$ cat config.mk
export PLATFORM = sky130hd
export DESIGN_NAME = motion_triggered_layer_timer
export DESIGN_NICKNAME = d
export VERILOG_FILES = /design/src/hw/rtl/mtlt_pkg.sv /design/src/hw/rtl/motion_triggered_layer_timer.sv /design/src/hw/rtl/mtlt_front.sv /design/src/hw/rtl/mtlt_fifo.sv /design/src/hw/rtl/mtlt_exec.sv
export SDC_FILE = /design/constraint.sdc
export NUM_CORES = 2
export LEC_CHECK = 0
export BUFFER_PORTS_ARGS = -buffer_cell sky130_fd_sc_hd__buf_2
export CAP_MARGIN = 25
export CORE_ASPECT_RATIO = 1.1
export CORE_MARGIN = 1
export CORE_UTILIZATION = 45
export DETAILED_ROUTE_END_ITERATION = 7
export PLACE_DENSITY = 0.65
export SLEW_MARGIN = 10
export SYNTH_ARGS = -nofsm -noshare
export SYNTH_HDL_FRONTEND = slang
export SYNTH_SLANG_ARGS = --single-unit
export TNS_END_PERCENT = 20
$ cat constraint.sdc
create_clock -name clk -period 9.6 [get_ports clk]
set_input_delay 0.96 -clock clk [delete_from_list [all_inputs] [get_ports clk]]
set_output_delay 0.96 -clock clk [all_outputs]
set_load 0.03 [all_outputs]
$ cat src/hw/rtl/mtlt_pkg.sv
// mtlt_pkg: shared types and constants for the motion triggered layer timer
// payload structs of both channels, configuration block and the internal command
// no dependencies
package mtlt_pkg;

    // configuration register indexes
    localparam logic [2:0] REG_MIN_IDLE   = 3'd0;
    localparam logic [2:0] REG_EXCL_COUNT = 3'd1;
    localparam logic [2:0] REG_EXCL_POS_A = 3'd2;
    localparam logic [2:0] REG_EXCL_POS_B = 3'd3;
    localparam logic [2:0] REG_EXCL_POS_C = 3'd4;
    localparam logic [2:0] REG_EXCL_POS_D = 3'd5;

    // input action codes
    localparam logic [1:0] ACT_TICK   = 2'd0;
    localparam logic [1:0] ACT_MOTION = 2'd1;
    localparam logic [1:0] ACT_KEY    = 2'd2;

    localparam int EXCL_SLOTS  = 4;
    localparam int FIFO_DEPTH  = 4;
    localparam int FIFO_AW     = 2;
    localparam int FIFO_CW     = 3;
    localparam logic [14:0] IDLE_MAX = 15'h7fff;
    localparam logic [31:0] DIST_MAX = 32'h7fff_ffff;

    typedef struct packed {
        logic [1:0]         action;
        logic [7:0]         layer_index;
        logic signed [15:0] timeout_ms;
        logic signed [31:0] activation_level;
        logic signed [15:0] motion_value;
        logic [7:0]         key_position;
        logic               key_pressed;
    } in_item_t;

    typedef struct packed {
        logic [3:0] out_layer;
        logic       turn_on;
        logic       last_notice;
    } out_item_t;

    typedef struct packed {
        logic [14:0]                     min_idle_ms;
        logic [2:0]                      excluded_count;
        logic [EXCL_SLOTS-1:0][7:0]      excluded_pos;
    } cfg_t;

    typedef enum logic [1:0] {
        CMD_TICK,
        CMD_MOTION,
        CMD_PRESS
    } cmd_kind_t;

    typedef struct packed {
        cmd_kind_t          kind;
        logic [7:0]         layer;
        logic signed [15:0] timeout;
        logic signed [31:0] level;
        logic [16:0]        mag;
    } cmd_t;

endpackage

$ cat src/hw/rtl/motion_triggered_layer_timer.sv
// motion_triggered_layer_timer: top level with configuration registers
// instantiates mtlt_front, mtlt_fifo and mtlt_exec; depends on mtlt_pkg
//
// Usage:
//   Input channel (in_valid / in_stall / in_item) takes ticks, motion events and
//   key events. Output channel (out_valid / out_stall / out_item) delivers layer
//   on/off notices, the final one of each item flagged by last_notice.
//   Configuration writes (cfg_valid / cfg_ready / cfg_index / cfg_data) are taken
//   every cycle; write only while no item is in flight.
//   The front end classifies an item in the accept cycle and queues it (four
//   commands deep); items that cannot change anything are dropped there.
//   The back end applies one command per cycle (a tick or key press to all layers,
//   a motion to one), then sends its notices one per cycle in ascending layer order
//   unless the output stalls, popping no command meanwhile. An accepted item passes
//   the queue, the mask and state registers and the output register to out_valid.
//   A stalled output holds its notice and pauses the notice sequence; the queue
//   keeps accepting until full, then in_stall rises.
//   Reset clears all layer state, the idle count and all registers but queue storage to zero.
module motion_triggered_layer_timer
    import mtlt_pkg::*;
#(
    parameter int LAYER_COUNT  = 16,
    parameter int EXCLUDED_MAX = 4
)
(
    input  logic       clk,
    input  logic       rst_n,
    input  logic       in_valid,
    output logic       in_stall,
    input  in_item_t   in_item,
    output logic       out_valid,
    input  logic       out_stall,
    output out_item_t  out_item,
    input  logic       cfg_valid,
    output logic       cfg_ready,
    input  logic [2:0] cfg_index,
    input  logic [14:0] cfg_data
);

    cfg_t cfg_reg, cfg_next;
    logic fifo_full;
    logic push;
    cmd_t push_cmd;
    logic pop;
    logic not_empty;
    cmd_t head;

    // configuration register writes
    always_comb
    begin
        cfg_next = cfg_reg;
        if (cfg_valid)
        begin
            unique case (cfg_index)
                REG_MIN_IDLE:   cfg_next.min_idle_ms     = cfg_data;
                REG_EXCL_COUNT: cfg_next.excluded_count  = cfg_data[2:0];
                REG_EXCL_POS_A: cfg_next.excluded_pos[0] = cfg_data[7:0];
                REG_EXCL_POS_B: cfg_next.excluded_pos[1] = cfg_data[7:0];
                REG_EXCL_POS_C: cfg_next.excluded_pos[2] = cfg_data[7:0];
                REG_EXCL_POS_D: cfg_next.excluded_pos[3] = cfg_data[7:0];
                default:        cfg_next = cfg_reg;
            endcase
        end
    end

    always_ff @(posedge clk or negedge rst_n)
    begin
        if (!rst_n)
            cfg_reg <= '0;
        else
            cfg_reg <= cfg_next;
    end

    assign cfg_ready = 1'b1;

    mtlt_front #(
        .LAYER_COUNT  (LAYER_COUNT),
        .EXCLUDED_MAX (EXCLUDED_MAX)
    ) u_front (
        .in_valid  (in_valid),
        .in_stall  (in_stall),
        .in_item   (in_item),
        .cfg       (cfg_reg),
        .fifo_full (fifo_full),
        .push      (push),
        .cmd       (push_cmd)
    );

    mtlt_fifo u_fifo (
        .clk       (clk),
        .rst_n     (rst_n),
        .push      (push),
        .push_cmd  (push_cmd),
        .full      (fifo_full),
        .pop       (pop),
        .not_empty (not_empty),
        .head      (head)
    );

    mtlt_exec #(
        .LAYER_COUNT (LAYER_COUNT)
    ) u_exec (
        .clk       (clk),
        .rst_n     (rst_n),
        .cfg       (cfg_reg),
        .cmd_valid (not_empty),
        .cmd       (head),
        .cmd_pop   (pop),
        .out_valid (out_valid),
        .out_stall (out_stall),
        .out_item  (out_item)
    );

endmodule

$ cat src/hw/rtl/mtlt_front.sv
// mtlt_front: accepts input transactions and turns them into back-end commands
// drops items that change nothing; depends on mtlt_pkg
module mtlt_front
    import mtlt_pkg::*;
#(
    parameter int LAYER_COUNT  = 16,
    parameter int EXCLUDED_MAX = 4
)
(
    input  logic     in_valid,
    output logic     in_stall,
    input  in_item_t in_item,
    input  cfg_t     cfg,
    input  logic     fifo_full,
    output logic     push,
    output cmd_t     cmd
);

    logic [2:0] excl_used;
    logic       excluded;
    logic       keep;

    // clamp the excluded count and compare the key position
    always_comb
    begin
        excl_used = (cfg.excluded_count > 3'(EXCLUDED_MAX)) ? 3'(EXCLUDED_MAX)
                                                            : cfg.excluded_count;
        excluded = 1'b0;
        for (int k = 0; k < EXCLUDED_MAX; k++)
        begin
            if ((3'(k) < excl_used) && (cfg.excluded_pos[k] == in_item.key_position))
                excluded = 1'b1;
        end
    end

    // classify the item
    always_comb
    begin
        cmd.kind    = CMD_TICK;
        cmd.layer   = in_item.layer_index;
        cmd.timeout = in_item.timeout_ms;
        cmd.level   = in_item.activation_level;
        cmd.mag     = in_item.motion_value[15]
                    ? 17'(-{in_item.motion_value[15], in_item.motion_value})
                    : {1'b0, in_item.motion_value};
        keep = 1'b0;
        unique case (in_item.action)
            ACT_TICK:
            begin
                cmd.kind = CMD_TICK;
                keep     = 1'b1;
            end
            ACT_MOTION:
            begin
                cmd.kind = CMD_MOTION;
                keep     = (9'(in_item.layer_index) < 9'(LAYER_COUNT));
            end
            ACT_KEY:
            begin
                cmd.kind = CMD_PRESS;
                keep     = in_item.key_pressed && !excluded;
            end
            default:
            begin
                keep = 1'b0;
            end
        endcase
    end

    assign in_stall = fifo_full;
    assign push     = in_valid && !fifo_full && keep;

endmodule

$ cat src/hw/rtl/mtlt_fifo.sv
// mtlt_fifo: short command queue between front and back end
// show-ahead read; depends on mtlt_pkg
module mtlt_fifo
    import mtlt_pkg::*;
(
    input  logic clk,
    input  logic rst_n,
    input  logic push,
    input  cmd_t push_cmd,
    output logic full,
    input  logic pop,
    output logic not_empty,
    output cmd_t head
);

    cmd_t                 store [FIFO_DEPTH];
    logic [FIFO_AW-1:0]   wr_ptr_reg, wr_ptr_next;
    logic [FIFO_AW-1:0]   rd_ptr_reg, rd_ptr_next;
    logic [FIFO_CW-1:0]   count_reg, count_next;

    // pointer and fill count update
    always_comb
    begin
        wr_ptr_next = push ? wr_ptr_reg + 1'b1 : wr_ptr_reg;
        rd_ptr_next = pop ? rd_ptr_reg + 1'b1 : rd_ptr_reg;
        count_next  = count_reg + FIFO_CW'(push) - FIFO_CW'(pop);
    end

    always_ff @(posedge clk or negedge rst_n)
    begin
        if (!rst_n)
        begin
            wr_ptr_reg <= '0;
            rd_ptr_reg <= '0;
            count_reg  <= '0;
        end
        else
        begin
            wr_ptr_reg <= wr_ptr_next;
            rd_ptr_reg <= rd_ptr_next;
            count_reg  <= count_next;
        end
    end

    // entry storage
    always_ff @(posedge clk)
    begin
        if (push)
            store[wr_ptr_reg] <= push_cmd;
    end

    assign full      = (count_reg == FIFO_CW'(FIFO_DEPTH));
    assign not_empty = (count_reg != '0);
    assign head      = store[rd_ptr_reg];

`ifndef SYNTH
    a_no_overflow: assert property (@(posedge clk) disable iff (!rst_n)
        push |-> !full)
        else $error("command pushed into full queue");
    a_no_underflow: assert property (@(posedge clk) disable iff (!rst_n)
        pop |-> not_empty)
        else $error("command popped from empty queue");
`endif

endmodule

$ cat src/hw/rtl/mtlt_exec.sv
// mtlt_exec: back end holding per-layer state, applying commands and
// emitting layer notices through an output register; depends on mtlt_pkg
module mtlt_exec
    import mtlt_pkg::*;
#(
    parameter int LAYER_COUNT = 16
)
(
    input  logic      clk,
    input  logic      rst_n,
    input  cfg_t      cfg,
    input  logic      cmd_valid,
    input  cmd_t      cmd,
    output logic      cmd_pop,
    output logic      out_valid,
    input  logic      out_stall,
    output out_item_t out_item
);

    localparam int LW = (LAYER_COUNT > 1) ? $clog2(LAYER_COUNT) : 1;

    typedef enum logic {
        S_IDLE,
        S_EMIT
    } state_t;

    state_t                 state_reg, state_next;
    logic [LAYER_COUNT-1:0] on_reg, on_next;
    logic [31:0]            dist_reg [LAYER_COUNT];
    logic [31:0]            dist_next [LAYER_COUNT];
    logic [14:0]            cd_reg [LAYER_COUNT];
    logic [14:0]            cd_next [LAYER_COUNT];
    logic [14:0]            ms_reg, ms_next;
    logic [LAYER_COUNT-1:0] mask_reg, mask_next;
    logic                   dir_reg, dir_next;
    logic                   out_valid_reg, out_valid_next;
    out_item_t              out_item_reg, out_item_next;

    logic [LW-1:0]          lidx;
    logic [32:0]            raw_sum;
    logic [31:0]            new_sum;
    logic                   reached;
    logic                   gated;
    logic                   tmo_pos;
    logic [LAYER_COUNT-1:0] low_bit;
    logic [LAYER_COUNT-1:0] mask_rest;
    logic [LW-1:0]          low_idx;
    logic                   out_load;

    // motion datapath: saturating accumulate and signed compare
    always_comb
    begin
        lidx    = cmd.layer[LW-1:0];
        raw_sum = {1'b0, dist_reg[lidx]} + {16'b0, cmd.mag};
        new_sum = (raw_sum > {1'b0, DIST_MAX}) ? DIST_MAX : raw_sum[31:0];
        reached = $signed({1'b0, new_sum}) >= $signed({cmd.level[31], cmd.level});
        gated   = !on_reg[lidx] && (cfg.min_idle_ms != '0) && (ms_reg < cfg.min_idle_ms);
        tmo_pos = !cmd.timeout[15] && (cmd.timeout != '0);
    end

    // lowest pending notice
    always_comb
    begin
        low_bit   = mask_reg & (~mask_reg + 1'b1);
        mask_rest = mask_reg & ~low_bit;
        low_idx   = '0;
        for (int i = 0; i < LAYER_COUNT; i++)
        begin
            if (low_bit[i])
                low_idx = low_idx | LW'(i);
        end
    end

    assign out_load = (state_reg == S_EMIT) && (!out_valid_reg || !out_stall);
    assign cmd_pop  = (state_reg == S_IDLE) && cmd_valid;

    // next state of layers, sequencer and output register
    always_comb
    begin
        state_next    = state_reg;
        on_next       = on_reg;
        dist_next     = dist_reg;
        cd_next       = cd_reg;
        ms_next       = ms_reg;
        mask_next     = mask_reg;
        dir_next      = dir_reg;
        out_item_next = out_item_reg;
        out_valid_next = out_stall ? out_valid_reg : 1'b0;

        unique case (state_reg)
            S_IDLE:
            begin
                if (cmd_valid)
                begin
                    mask_next = '0;
                    dir_next  = 1'b0;
                    unique case (cmd.kind)
                        CMD_TICK:
                        begin
                            if (ms_reg != IDLE_MAX)
                                ms_next = ms_reg + 1'b1;
                            for (int i = 0; i < LAYER_COUNT; i++)
                            begin
                                if (cd_reg[i] != '0)
                                begin
                                    cd_next[i] = cd_reg[i] - 1'b1;
                                    if ((cd_reg[i] == 15'd1) && on_reg[i])
                                    begin
                                        on_next[i]   = 1'b0;
                                        dist_next[i] = '0;
                                        mask_next[i] = 1'b1;
                                    end
                                end
                            end
                        end
                        CMD_MOTION:
                        begin
                            if (!gated)
                            begin
                                if (!on_reg[lidx])
                                begin
                                    dist_next[lidx] = new_sum;
                                    if (reached)
                                    begin
                                        on_next[lidx]   = 1'b1;
                                        mask_next[lidx] = 1'b1;
                                        dir_next        = 1'b1;
                                    end
                                end
                                if ((on_reg[lidx] || reached) && tmo_pos)
                                    cd_next[lidx] = cmd.timeout[14:0];
                            end
                        end
                        CMD_PRESS:
                        begin
                            ms_next = '0;
                            for (int i = 0; i < LAYER_COUNT; i++)
                            begin
                                if (on_reg[i])
                                begin
                                    on_next[i]   = 1'b0;
                                    dist_next[i] = '0;
                                    cd_next[i]   = '0;
                                    mask_next[i] = 1'b1;
                                end
                            end
                        end
                        default:
                        begin
                            mask_next = '0;
                        end
                    endcase
                    if (mask_next != '0)
                        state_next = S_EMIT;
                end
            end
            S_EMIT:
            begin
                if (out_load)
                begin
                    out_valid_next            = 1'b1;
                    out_item_next.out_layer   = 4'(low_idx);
                    out_item_next.turn_on     = dir_reg;
                    out_item_next.last_notice = (mask_rest == '0);
                    mask_next                 = mask_rest;
                    if (mask_rest == '0)
                        state_next = S_IDLE;
                end
            end
            default:
            begin
                state_next = S_IDLE;
            end
        endcase
    end

    // state and registered outputs
    always_ff @(posedge clk or negedge rst_n)
    begin
        if (!rst_n)
        begin
            state_reg     <= S_IDLE;
            on_reg        <= '0;
            ms_reg        <= '0;
            mask_reg      <= '0;
            dir_reg       <= 1'b0;
            out_valid_reg <= 1'b0;
            out_item_reg  <= '0;
            for (int i = 0; i < LAYER_COUNT; i++)
            begin
                dist_reg[i] <= '0;
                cd_reg[i]   <= '0;
            end
        end
        else
        begin
            state_reg     <= state_next;
            on_reg        <= on_next;
            ms_reg        <= ms_next;
            mask_reg      <= mask_next;
            dir_reg       <= dir_next;
            out_valid_reg <= out_valid_next;
            out_item_reg  <= out_item_next;
            dist_reg      <= dist_next;
            cd_reg        <= cd_next;
        end
    end

    assign out_valid = out_valid_reg;
    assign out_item  = out_item_reg;

`ifndef SYNTH
    a_emit_has_work: assert property (@(posedge clk) disable iff (!rst_n)
        (state_reg == S_EMIT) |-> (mask_reg != '0))
        else $error("emit state with no pending notice");
    a_last_ends_run: assert property (@(posedge clk) disable iff (!rst_n)
        (out_load && (mask_rest == '0)) |=> (state_reg == S_IDLE) && out_item.last_notice)
        else $error("final notice did not close the run");
    a_motion_single: assert property (@(posedge clk) disable iff (!rst_n)
        (cmd_pop && (cmd.kind == CMD_MOTION)) |=> ($countones(mask_reg) <= 1))
        else $error("motion produced more than one notice");
`endif

endmodule
==> out/metrics.yaml <==
status: "finished clean"
tightest_slew_ps: 1090
antenna_found_initial: 11
finalCritPeriodShare_pct: 95.5
max_stage_delay_ps: 650
fin_crit_ps: 9170
ant_nets: 0
critPathSlowestCell: "mux4_4"
cp.required_ps: 10190
finalPower_w: 0.0237
cts_tree: "done"
ys_warn_count: 0
ctsHoldBuffers: 0
dp_hpwl_um: 116000
die-area_mm2: 0.131
synth_top_area_share_pct: 37.2
htree_levels: 3
core_mm2: 0.128
synth_compound_area_share_pct: 19.8
powerDensity_mw_per_mm2: 364
via_per_inst: 6.41
max_freq_mhz: 109
grt_usage_pct: 28.1
fill_cells: 11213
final_cell_mix: "dfrtp_1 (863), nand2_1 (480), o21ai_0 (367)"
synth_xor_area_share_pct: 2.83
slew_headroom_pct: 27.3
insertion_delay_ps: 790
critPathKind: "register to register"
fin_area_mm2: 0.0651
routed-wl-met3_um: 15400
clk_path_buf_depth: 3
p_leak_nw: 26.8
cp_max_fo: 24
maxCapViolations: 0
die_w_um: 345
synth_top_family_by_area: "compound AO/OA/AOI/OAI gates"
gp_congestion: 0.918
clock_sinks: 1149
synth_edf_count: 284
die_h_um: 379
cts-buffers-inserted: 121
report.final.hold_viol_count: 0
drtIter0Drc: 5339
setup_viol: 0
wl_per_cell_um: 26.4
min-delay-path-class: "input port to async pin"
wl_met2_um: 84900
num_vias: 44836
routed.top_layer: "met5"
post-route-drc-count: 0
synth.avg_cell_area_um2: 11.3
synth_ff_type: "dfrtp_1"
ir_drop_mv: 0.290
grt_max_degree: 155
wl_met1_um: 76400
synth_seq_area_share_pct: 51.8
crit_top_cell: "buf_4"
finalNetCount: 5426
start_util_pct: 45.3
ys_ff_latch: 1149
grt_pass1_vias: 44206
rows: 138
critPathCaptureType: "register"
drive_gt1_share_pct: 15.3
muxShareOfSynthArea_pct: 8.67
yosys.cell_types.count: 109
final.setup_skew_ps: 76.2
routed_wl_um: 184000
synth_async_sr_flop_share_pct: 75.3
placed_area_mm2: 0.0607
critPathLaunchType: "register"
area_growth_pct: 11.9
grt_pass1_wl_um: 279000
final_common_cell: "dfrtp_1"
synth-simple-area-share_pct: 10.6
cp.arrival_ps: 9760
clockRootBuffer: "clkbuf_16"
largest_reg_flops: 512
clk_pin_slew_ps: 60
port_buffers: 113
synth_adder_area_share_pct: 2.46
synthCells: 5141
overflow: 0
drt_pass1_iterations: 8
syn-cell-area_mm2: 0.0582
maxSlewViolCount: 0
synthTopCellsByArea: "dfrtp_1 (37%), edfxtp_1 (15%), mux4_2 (5.8%)"
io_pins: 115
yosys.area.top_type: "dfrtp_1"
critical path: cells and delay by family (launching register included):
kind            cells  cell delay, ps
compound gates     16            3230
buf+inv             8            1940
mux                 3            1630
simple gates        5             920
fa+ha+maj           2             730
flops               1             500
per-stage QoR:
step	instances	util, %	hold WS (ps)	TNS [ps]	setup WS [ps]
after floorplan	5146	-	439	0	879
after global placement	6738	47.2	456	-1810	-120
after detailed placement	6742	47.2	463	-11190	-233
after CTS	6973	50.5	212	0	18.8
after global routing	6999	50.7	252	-16.1	-16.1
final	7000	50.7	206	0	433
area by class of cell:
class                      instances  area, um^2  area share (%)
clock buffer                     172        3480            5.34
multi-input combinational       3508       26100            40.0
inverter                         145         544           0.836
tap                             1680        2100            3.23
antenna                            8        20.0          0.0307
sequential                      1149       30200            46.3
clock inverter                    54         687            1.05
timing repair buffer             284        2070            3.17
cell usage after synthesis (all sizes together) (13+ instances only):
master,count
dfrtp,865
nand2,482
o21ai,407
o2bb2ai,323
edfxtp,284
nor2,241
a21oi,232
clkbuf,219
a22o,163
mux4,150
inv,144
nor3,129
buf,125
ha,109
mux2i,100
xnor2,98
xor2,90
a22oi,85
o22ai,84
nand3,73
nor4,68
mux2,59
a31oi,54
or3,45
and2,44
nand4,44
a21o,41
nand2b,41
o221ai,36
a211oi,30
and3,29
o31ai,26
or4,24
nor2b,21
a21boi,13
where the power goes:
part	total (W)	switching, W	internal (W)
Clock	0.00489	0.00207	0.00282
Combinational	0.0125	0.00868	0.00382
Sequential	0.00634	0.000664	0.00568
Total	0.0237	0.0114	0.0123
worst paths after layout:
kind	start	to	slack, ps	depth (start not counted)
max	u_fifo.rd_ptr_reg[0]$_DFFE_PN0P_	u_exec.cd_reg[69]$_DFFE_PN0P_	430	34
min	rst_n	u_exec.cd_reg[52]$_DFFE_PN0P_	210	1
max reg2reg	u_fifo.rd_ptr_reg[0]$_DFFE_PN0P_	u_exec.cd_reg[69]$_DFFE_PN0P_	430	34
min reg2reg	u_exec.out_item[1]$_DFFE_PN0P_	u_exec.out_item[1]$_DFFE_PN0P_	470	2
max in group asynchronous	rst_n	u_exec.dist_reg[3]$_DFFE_PN0P_	7300	3
min in group clk	in_item[45]	u_fifo.store[3][37]$_DFFE_PP_	400	1
layer usage:
metal  vias to the layer above  global-route usage [%]
met4                         4                    11.6
li1                      19593                       -
met3                       400                    5.38
met2                      2081                    43.5
met5                         -                       0
met1                     22758                    38.6
kinds of logic (layout without fill, tap and decap cells):
kind of cell	after synthesis	after routing
simple gates	1284	1284
mux	309	309
buf+inv	489	655
compound gates	1606	1606
fa+ha+maj	114	114
flops	1149	1149
other cells	2	15
xor+xnor	188	188
timing repair:
action | 4_1_cts | 5_1_grt
buffers inserted | 5 | 8
pin swaps | 1 | 4
setup endpoints to repair | 166 | 233
gates resized for setup | 2 | 11
Power figures use the tool's default switching activity.
